### src/sv/fupa_pkg.sv
// Shared types, codes and reset values of the fixed unit pool allocator.
`timescale 1ns / 1ps
`default_nettype none

package fupa_pkg;

  localparam int MAX_UNITS_DEF = 256;

  localparam logic [8:0] UPB_RESET = 9'd16;
  localparam logic       EXPAND_RESET = 1'b0;

  typedef enum logic {
    OP_ALLOC = 1'b0,
    OP_FREE  = 1'b1
  } op_t;

  typedef enum logic [1:0] {
    ST_OK       = 2'd0,
    ST_NO_SPACE = 2'd1,
    ST_BAD_UNIT = 2'd2
  } status_t;

  typedef enum logic {
    REG_UNITS_PER_BLOCK = 1'b0,
    REG_EXPAND_ENABLE   = 1'b1
  } reg_idx_t;

  typedef struct packed {
    logic [8:0] units_per_block;
    logic       expand_enable;
  } cfg_regs_t;

  // Packed so that granted_unit sits in the lowest bits.
  typedef struct packed {
    logic [8:0] used_count;
    logic [8:0] block_count;
    status_t    status;
    logic [7:0] granted_unit;
  } res_t;

  typedef struct packed {
    logic push;
    logic pop;
  } stk_cmd_t;

endpackage

`default_nettype wire

### src/sv/fupa_cfg.sv
// Configuration register file behind the APB-style port.
`timescale 1ns / 1ps
`default_nettype none

module fupa_cfg
  import fupa_pkg::*;
(
  input  wire logic        clk,
  input  wire logic        rst_n,
  input  wire logic        psel,
  input  wire logic        penable,
  input  wire logic        pwrite,
  input  wire logic        reg_sel,
  input  wire logic [31:0] pwdata,
  output logic      [31:0] prdata,
  output cfg_regs_t        cfg
);

  cfg_regs_t cfg_r;
  cfg_regs_t cfg_nxt;
  logic      wr_en;

  assign wr_en = psel && penable && pwrite;

  always_comb begin
    cfg_nxt = cfg_r;
    if (wr_en) begin
      unique case (reg_idx_t'(reg_sel))
        REG_UNITS_PER_BLOCK: cfg_nxt.units_per_block = pwdata[8:0];
        REG_EXPAND_ENABLE:   cfg_nxt.expand_enable = pwdata[0];
        default:             cfg_nxt = cfg_r;
      endcase
    end
  end

  always_ff @(posedge clk) begin
    if (!rst_n) begin
      cfg_r.units_per_block <= UPB_RESET;
      cfg_r.expand_enable   <= EXPAND_RESET;
    end else begin
      cfg_r <= cfg_nxt;
    end
  end

  always_comb begin
    unique case (reg_idx_t'(reg_sel))
      REG_UNITS_PER_BLOCK: prdata = {23'd0, cfg_r.units_per_block};
      REG_EXPAND_ENABLE:   prdata = {31'd0, cfg_r.expand_enable};
      default:             prdata = 32'd0;
    endcase
  end

  assign cfg = cfg_r;

endmodule

`default_nettype wire

### src/sv/fupa_stack.sv
// Free-unit stack: top and the entry below it in registers, the rest in a memory.
`timescale 1ns / 1ps
`default_nettype none

module fupa_stack
  import fupa_pkg::*;
#(
  parameter int MAX_UNITS = MAX_UNITS_DEF
) (
  input  wire logic                         clk,
  input  wire logic                         rst_n,
  input  wire stk_cmd_t                     cmd,
  input  wire logic [$clog2(MAX_UNITS)-1:0] push_unit,
  output logic      [$clog2(MAX_UNITS)-1:0] top,
  output logic                              nonempty
);

  localparam int UW = $clog2(MAX_UNITS);
  localparam int CW = $clog2(MAX_UNITS + 1);

  logic [UW-1:0] mem [MAX_UNITS];
  logic [CW-1:0] cnt_r;
  logic [CW-1:0] cnt_nxt;
  logic [UW-1:0] top_r;
  logic [UW-1:0] below_r;
  logic [UW-1:0] wr_idx;
  logic [UW-1:0] rd_idx;
  logic [CW-1:0] wr_pos;
  logic [CW-1:0] rd_pos;

  // The old top moves down into the memory on a push; a pop takes the
  // registered entry below as new top and fetches the one under it.
  assign wr_pos = cnt_r - CW'(1);
  assign rd_pos = cnt_r - CW'(3);
  assign wr_idx = wr_pos[UW-1:0];
  assign rd_idx = rd_pos[UW-1:0];

  always_comb begin
    cnt_nxt = cnt_r;
    if (cmd.push) begin
      cnt_nxt = cnt_r + CW'(1);
    end else if (cmd.pop) begin
      cnt_nxt = cnt_r - CW'(1);
    end
  end

  always_ff @(posedge clk) begin
    if (!rst_n) begin
      cnt_r <= '0;
    end else begin
      cnt_r <= cnt_nxt;
    end
  end

  always_ff @(posedge clk) begin
    if (cmd.push) begin
      if (cnt_r != '0) begin
        mem[wr_idx] <= top_r;
      end
      below_r <= top_r;
      top_r   <= push_unit;
    end else if (cmd.pop) begin
      if (cnt_r >= CW'(3)) begin
        below_r <= mem[rd_idx];
      end
      top_r <= below_r;
    end
  end

  assign top      = top_r;
  assign nonempty = (cnt_r != '0);

endmodule

`default_nettype wire

### src/sv/fupa_alloc.sv
// Allocation decision and pool bookkeeping, one word per cycle on fire.
`timescale 1ns / 1ps
`default_nettype none

module fupa_alloc
  import fupa_pkg::*;
#(
  parameter int MAX_UNITS = MAX_UNITS_DEF
) (
  input  wire logic                         clk,
  input  wire logic                         rst_n,
  input  wire logic                         fire,
  input  wire op_t                          op,
  input  wire logic [7:0]                   handle,
  input  wire cfg_regs_t                    cfg,
  input  wire logic [$clog2(MAX_UNITS)-1:0] stk_top,
  input  wire logic                         stk_nonempty,
  output res_t                              res,
  output stk_cmd_t                          stk_cmd,
  output logic      [$clog2(MAX_UNITS)-1:0] push_unit
);

  localparam int UW = $clog2(MAX_UNITS);
  localparam int CW = $clog2(MAX_UNITS + 1);
  localparam int PW = 2 * CW;
  localparam logic [31:0] MAX_W = 32'(MAX_UNITS);
  localparam logic [PW:0] MAX_P = (PW + 1)'(MAX_UNITS);
  localparam logic [CW-1:0] MAX_C = CW'(MAX_UNITS);

  logic [MAX_UNITS-1:0] in_use_r;
  logic [MAX_UNITS-1:0] in_use_nxt;
  logic [CW-1:0]        fresh_r;
  logic [CW-1:0]        fresh_nxt;
  logic [CW-1:0]        grown_r;
  logic [CW-1:0]        grown_nxt;
  logic [CW-1:0]        used_r;
  logic [CW-1:0]        used_nxt;

  logic [31:0]   upb_w;
  logic [CW-1:0] bs;
  logic [PW-1:0] limit;
  logic [PW:0]   grow_limit;
  logic          fresh_ok;
  logic          grow_ok;
  logic          handle_hi;
  logic [UW-1:0] handle_idx;
  logic [UW-1:0] fresh_idx;
  logic          free_ok;
  logic [UW-1:0] unit;
  status_t       status;

  // Block size clamped to the range one to MAX_UNITS.
  assign upb_w = 32'(cfg.units_per_block);
  always_comb begin
    if (upb_w == 32'd0) begin
      bs = CW'(1);
    end else if (upb_w > MAX_W) begin
      bs = MAX_C;
    end else begin
      bs = CW'(upb_w);
    end
  end

  assign limit      = PW'(grown_r) * PW'(bs);
  assign grow_limit = (PW + 1)'(limit) + (PW + 1)'(bs);
  assign fresh_ok   = (PW'(fresh_r) < limit) && (fresh_r < MAX_C);
  assign grow_ok    = cfg.expand_enable && (grow_limit <= MAX_P) &&
                      (grow_limit > (PW + 1)'(fresh_r));

  assign handle_hi  = (32'(handle) >= MAX_W);
  assign handle_idx = UW'(handle);
  assign fresh_idx  = fresh_r[UW-1:0];
  assign free_ok    = handle_hi ? 1'b0 : in_use_r[handle_idx];

  always_comb begin
    in_use_nxt = in_use_r;
    fresh_nxt  = fresh_r;
    grown_nxt  = grown_r;
    used_nxt   = used_r;
    stk_cmd    = '0;
    unit       = '0;
    status     = ST_OK;
    unique case (op)
      OP_ALLOC: begin
        priority if (stk_nonempty) begin
          unit         = stk_top;
          stk_cmd.pop  = fire;
          in_use_nxt[stk_top] = 1'b1;
          used_nxt     = used_r + CW'(1);
        end else if (fresh_ok || grow_ok) begin
          unit         = fresh_idx;
          in_use_nxt[fresh_idx] = 1'b1;
          used_nxt     = used_r + CW'(1);
          fresh_nxt    = fresh_r + CW'(1);
          if (!fresh_ok) begin
            grown_nxt = grown_r + CW'(1);
          end
        end else begin
          status = ST_NO_SPACE;
        end
      end
      OP_FREE: begin
        unit = handle_idx;
        if (free_ok) begin
          stk_cmd.push = fire;
          in_use_nxt[handle_idx] = 1'b0;
          used_nxt     = used_r - CW'(1);
        end else begin
          status = ST_BAD_UNIT;
        end
      end
      default: status = ST_BAD_UNIT;
    endcase
  end

  always_ff @(posedge clk) begin
    if (!rst_n) begin
      in_use_r <= '0;
      fresh_r  <= '0;
      grown_r  <= CW'(1);
      used_r   <= '0;
    end else if (fire) begin
      in_use_r <= in_use_nxt;
      fresh_r  <= fresh_nxt;
      grown_r  <= grown_nxt;
      used_r   <= used_nxt;
    end
  end

  assign push_unit = handle_idx;

  // On a free the handle itself is echoed, including handles out of range.
  always_comb begin
    res.granted_unit = (op == OP_FREE) ? handle : 8'(unit);
    res.status       = status;
    res.block_count  = 9'(grown_nxt);
    res.used_count   = 9'(used_nxt);
  end

endmodule

`default_nettype wire

### src/sv/fixed_unit_pool_allocator.sv
// Fixed unit pool allocator: top level with input and result registers.
//
// Each input word carries an opcode in in_tuser (0 allocate, 1 free) and a
// unit handle in in_tdata. Every word produces exactly one result word on
// the out_ channel holding the granted unit, a status code, the number of
// blocks in the pool and the number of units in use after that word.
// Freed units are handed out again most recent first; otherwise the lowest
// never-used unit is granted, growing the pool by one block when allowed.
//
// A result becomes valid once the accepting edge has loaded the input register
// and a single pass through the allocation logic has loaded the result register.
// One word is accepted per cycle, sustained while the receiver does not stall,
// because the free stack keeps its top and the entry below in registers and
// refills the lower one from its memory on the same edge as a pop.
// When the receiver stalls the result is held and the input register fills;
// in_tready drops only when both stages are occupied.
// After reset the pool has one block, no unit is in use, the free stack is
// empty and the registers hold 16 units per block with growth disabled.
// The user must write configuration through the cfg_ port only while no word
// is in flight; the block itself does not enforce this.
`timescale 1ns / 1ps
`default_nettype none

module fixed_unit_pool_allocator
  import fupa_pkg::*;
#(
  parameter int MAX_UNITS = MAX_UNITS_DEF
) (
  input  wire logic        clk,
  input  wire logic        rst_n,
  input  wire logic        in_tvalid,
  output logic             in_tready,
  input  wire logic [7:0]  in_tdata,     // [7:0] unit_handle
  input  wire logic        in_tuser,     // [0] opcode
  output logic             out_tvalid,
  input  wire logic        out_tready,
  output logic      [31:0] out_tdata,    // [7:0] granted_unit, [9:8] status,
                                         // [18:10] block_count, [27:19] used_count
  input  wire logic        cfg_psel,
  input  wire logic        cfg_penable,
  input  wire logic        cfg_pwrite,
  input  wire logic [2:0]  cfg_paddr,
  input  wire logic [31:0] cfg_pwdata,
  output logic      [31:0] cfg_prdata,
  output logic             cfg_pready
);

  localparam int UW = $clog2(MAX_UNITS);

  logic       s1_valid_r;
  logic       s1_valid_nxt;
  op_t        s1_op_r;
  logic [7:0] s1_handle_r;
  logic       out_valid_r;
  logic       out_valid_nxt;
  res_t       out_res_r;

  logic      advance;
  logic      fire;
  logic      in_fire;
  cfg_regs_t cfg;
  res_t      res;
  stk_cmd_t  stk_cmd;
  logic [UW-1:0] stk_top;
  logic [UW-1:0] push_unit;
  logic          stk_nonempty;

  assign advance   = !out_valid_r || out_tready;
  assign fire      = s1_valid_r && advance;
  assign in_tready = !s1_valid_r || advance;
  assign in_fire   = in_tvalid && in_tready;

  always_comb begin
    s1_valid_nxt = s1_valid_r;
    if (in_fire) begin
      s1_valid_nxt = 1'b1;
    end else if (fire) begin
      s1_valid_nxt = 1'b0;
    end
    out_valid_nxt = out_valid_r;
    if (advance) begin
      out_valid_nxt = fire;
    end
  end

  always_ff @(posedge clk) begin
    if (!rst_n) begin
      s1_valid_r  <= 1'b0;
      out_valid_r <= 1'b0;
    end else begin
      s1_valid_r  <= s1_valid_nxt;
      out_valid_r <= out_valid_nxt;
    end
  end

  always_ff @(posedge clk) begin
    if (in_fire) begin
      s1_op_r     <= op_t'(in_tuser);
      s1_handle_r <= in_tdata;
    end
    if (fire) begin
      out_res_r <= res;
    end
  end

  fupa_cfg u_cfg (
    .clk     (clk),
    .rst_n   (rst_n),
    .psel    (cfg_psel),
    .penable (cfg_penable),
    .pwrite  (cfg_pwrite),
    .reg_sel (cfg_paddr[2]),
    .pwdata  (cfg_pwdata),
    .prdata  (cfg_prdata),
    .cfg     (cfg)
  );

  fupa_alloc #(
    .MAX_UNITS (MAX_UNITS)
  ) u_alloc (
    .clk          (clk),
    .rst_n        (rst_n),
    .fire         (fire),
    .op           (s1_op_r),
    .handle       (s1_handle_r),
    .cfg          (cfg),
    .stk_top      (stk_top),
    .stk_nonempty (stk_nonempty),
    .res          (res),
    .stk_cmd      (stk_cmd),
    .push_unit    (push_unit)
  );

  fupa_stack #(
    .MAX_UNITS (MAX_UNITS)
  ) u_stack (
    .clk       (clk),
    .rst_n     (rst_n),
    .cmd       (stk_cmd),
    .push_unit (push_unit),
    .top       (stk_top),
    .nonempty  (stk_nonempty)
  );

  assign out_tvalid = out_valid_r;
  assign out_tdata  = {4'd0, out_res_r};
  assign cfg_pready = 1'b1;

  // A waiting freed unit always satisfies an allocate.
  a_pop_succeeds: assert property (@(posedge clk) disable iff (!rst_n)
    (fire && s1_op_r == OP_ALLOC && stk_nonempty) |-> (res.status == ST_OK))
    else $error("allocate failed although the free stack held a unit");

  // A successful free leaves at least one unit on the free stack.
  a_free_pushes: assert property (@(posedge clk) disable iff (!rst_n)
    (fire && s1_op_r == OP_FREE && res.status == ST_OK) |=> stk_nonempty)
    else $error("free stack empty right after a successful free");

  // Back-pressure reaches the input only when both stages are full.
  a_ready: assert property (@(posedge clk) disable iff (!rst_n)
    !in_tready |-> (s1_valid_r && out_valid_r && !out_tready))
    else $error("input stalled without a full pipeline");

endmodule

`default_nettype wire
### config.mk
export PLATFORM = sky130hd
export DESIGN_NAME = fixed_unit_pool_allocator
export DESIGN_NICKNAME = d
export VERILOG_FILES = /design/src/sv/fupa_pkg.sv /design/src/sv/fupa_cfg.sv /design/src/sv/fupa_stack.sv /design/src/sv/fupa_alloc.sv /design/src/sv/fixed_unit_pool_allocator.sv
export SDC_FILE = /design/constraint.sdc
export NUM_CORES = 2
export LEC_CHECK = 0
export BUFFER_PORTS_ARGS = -buffer_cell sky130_fd_sc_hd__clkbuf_2
export CAP_MARGIN = 20
export CORE_MARGIN = 8
export CORE_UTILIZATION = 36
export DETAILED_ROUTE_END_ITERATION = 10
export HOLD_SLACK_MARGIN = 0.1
export PLACE_DENSITY = 0.61
export SLEW_MARGIN = 20
export SYNTH_ARGS = -nofsm -noshare
export SYNTH_HDL_FRONTEND = slang
export SYNTH_SLANG_ARGS = --single-unit
### constraint.sdc
create_clock -name clk -period 18.3 [get_ports clk]
set_input_delay 1.83 -clock clk [delete_from_list [all_inputs] [get_ports clk]]
set_output_delay 1.83 -clock clk [all_outputs]
set_load 0.01 [all_outputs]
==> run summary <==
Num Clock Sinks: 2405
Number of top-level pins: 118
Setup TNS: 0 ps
Post-layout nets: 6200
Worst path slowest cell: buf_4
Post-synthesis sequential area ratio: 0.674
CTS root buf: clkbuf_16
Crit path DAT: 10520 ps
Worst path max stage delay: 840 ps
Crit end category: flop
Worst Path Buf+Inv: 6
Asr flop ratio synth: 0
Period utilisation layout: 0.530
Slew @ Worst Pin: 1330 ps
GRT Total Usage: 0.176
Worst Setup Path Type: flop to flop
CTS tree: yes
Final ANT Viol Nets: 0
Share of layout cells above drive strength 1: 0.212
Max clock buf depth: 3
Row Count: 196
Filler cells: 25391
Final Hold Violating Endpoints: 0
Final setup viols: 0
Synth-to-Final Area Change: 11.5%
CP required: 19110 ps
Clk pin slew, worst setup/hold paths: 60 ps
Total power: 12.1 mW
Synth warn: 0
Inst Count DP: 9549
Number of library cell types mapped by synthesis: 82
Worst slack, placed: 8700 ps
HPWL after detailed placement: 161 mm
Antenna violations before repair: 8
Unrepaired setup endpoints after global routing: false
Final WL: 274 mm
Die span in y: 550 microns
Residual DRC: 7
# H-tree levels: 4
Achievable frequency: 103 MHz
Synth Flop Type: edfxtp_1
Final Skew: 82.7 ps
Vias per cell: 5.86
Core ar.: 284000 sq um
Hold Crit Class: flop to flop
Mapped Cells: 6042
Worst path top cell family by delay: adder cells
Postcts setup bufs: 0
Die width: 550 microns
Vias in the first global route: 58169
Max-slew violation count: 0
Synth Cell Area: 103000 sq um
Starting DRT DRC Count: 7855
Pin count of the biggest net entering global routing: 182
Final GP Congestion: 0.948
First-pass GRT wire length: 401 mm
Post-layout minimum cycle time: 9700 ps
GR Overflow Total: 0
CTS buffer count: 229
Non-Filler Instances: 9980
Hold buffers post-CTS: 0
Most common cell on crit path: fa_1
EDFF count, synth: 2101
Clock latency on the worst-skew pair: 890 ps
Drt pass-1 iters: 11
MaxCap Viol Count: 0
Seq cells post-synth: 2405
Port bufs: 64
Final Worst Setup Slack: 8600 ps
Worst vdd ir: 127 uV
Outcome: complete, but fails checks
Avg Inst Size Synth: 17.0 sq um
Via count: 58468
Lkg Pwr: 34.6 nW
Post-cts sizing count: 0
Max Fanout on Critical Path: 89
Slew headroom: 0.114
Initial core utilization: 0.361
Die area: 302000 sq um
Failing checks: DRC
Setup crit start kind: flop
Drt wl/cell: 27.4 microns
Power Dens Cells: 105 nW/um^2
where the power goes:
part           total (mW)  switching [mW]  leakage, nW  internal, mW
Clock                4.69            2.09         3.58          2.59
Combinational        1.39           0.880         9.71         0.510
Sequential           5.98          0.0192         21.3          5.96
per-layer routing:
metal  track usage  vias to the layer above  part of all wire
li1              -                    24328                 -
met1         0.240                    30212              0.40
met2         0.270                     3135              0.45
met3        0.0477                      787             0.099
met4        0.0668                        6             0.042
met5       0.00380                        -           0.00057
worst reg2reg max path, cell delays in order, from the launching register on:
cell	delay, ps
dfxtp_1	610
or4_1	680
o22ai_2	570
nand2_1	150
fa_1	510
inv_1	60
fa_1	450
ha_1	290
inv_1	50
fa_1	540
inv_1	70
fa_1	450
a21o_1	220
a21oi_1	190
xnor2_1	180
ha_1	310
nand3_1	100
a21oi_1	60
o31ai_1	640
nand4_1	170
and3_1	220
or4_1	670
o21ba_1	250
buf_4	220
nor3_4	190
buf_4	530
buf_4	850
a32o_1	400
layout make-up:
type,instances,area (sq um),area share
sequential,2405,69200,0.604
multi-input combinational,3090,31500,0.275
clock buffer,281,5980,0.0522
tap,3762,4710,0.0411
clock inverter,139,1380,0.0121
timing repair buffer,179,1330,0.0116
inverter,117,439,0.00384
antenna,7,17.5,0.000153
per-stage QoR:
step	hold WS, ps	area (sq um)	util
6_report	462	114000	0.402
5_1_grt	495	114000	0.402
4_1_cts	469	114000	0.402
3_5_place_dp	460	107000	0.376
3_3_place_gp	446	107000	0.376
2_1_floorplan	436	103000	-
path summary, 6_finish.rpt:
kind	startpoint	to	slack, ps	cells after the start
worst max-delay path	u_cfg.cfg[9]	u_alloc.in_use_r[34]	8600	27
worst min-delay path	u_cfg.cfg[1]	u_cfg.cfg[1]	460	2
worst max register to register	u_cfg.cfg[9]	u_alloc.in_use_r[34]	8600	27
worst min register to register	u_cfg.cfg[1]	u_cfg.cfg[1]	460	2
registers in the layout, indices dropped and copies added (netlist names), 9 cells and up:
| signal | flops |
|---|---|
| out_tdata | 28 |
| u_alloc.fresh_r | 9 |
| u_alloc.grown_r | 9 |
| u_alloc.in_use_r | 256 |
| u_alloc.used_r | 9 |
| u_cfg.cfg | 10 |
| u_stack.cnt_r | 9 |
| u_stack.mem | 2048 |
Yosys cell counts, types with 27 or more instances:
library cell / instances / share of area
a21oi_1: 84 / 0.0041
a22oi_1: 97 / 0.0071
a32o_1: 143 / 0.014
and2_1: 49 / 0.0030
and3_1: 27 / 0.0016
buf_1: 71 / 0.0026
buf_4: 37 / 0.0027
clkbuf_1: 317 / 0.012
dfxtp_1: 304 / 0.059
edfxtp_1: 2101 / 0.61
fa_1: 51 / 0.0099
ha_1: 76 / 0.0093
inv_1: 113 / 0.0041
mux2_2: 43 / 0.0047
mux2i_1: 64 / 0.0062
mux4_2: 713 / 0.16
nand2_1: 449 / 0.016
nand3_1: 61 / 0.0030
nor2_1: 425 / 0.016
nor2b_1: 28 / 0.0017
nor3_1: 45 / 0.0022
o211ai_1: 107 / 0.0078
o21ai_0: 90 / 0.0044
o21ai_1: 67 / 0.0033
o22ai_1: 144 / 0.0088
o311ai_0: 33 / 0.0028
xnor2_1: 35 / 0.0030
logic make-up after synthesis:
family,count (synthesis),synth area share
xor+xnor,55,0.00469
other cells,2,0.0000732
flops,2405,0.674
fa+ha+maj,127,0.0192
simple gates,1192,0.0507
buf+inv,573,0.0232
mux,820,0.167
compound gates,868,0.0607
cells in the final DEF (no fill, tap or decap), types with 63 or more instances in the layout:
cell type / netlist / layout
dfxtp_1: 304 / 303
buf_4: 37 / 99
a22oi_1: 97 / 97
nor2_1: 425 / 421
o211ai_1: 107 / 107
mux4_2: 713 / 713
o21ai_1: 67 / 67
a32o_1: 143 / 143
o22ai_1: 144 / 144
edfxtp_1: 2101 / 2101
inv_1: 113 / 113
mux2i_1: 64 / 64
a21oi_1: 84 / 84
o21ai_0: 90 / 90
ha_1: 76 / 72
clkbuf_2: 1 / 63
nand2_1: 449 / 445
clkbuf_16: 0 / 230
No activity file was read; power rests on OpenSTA's default activity.
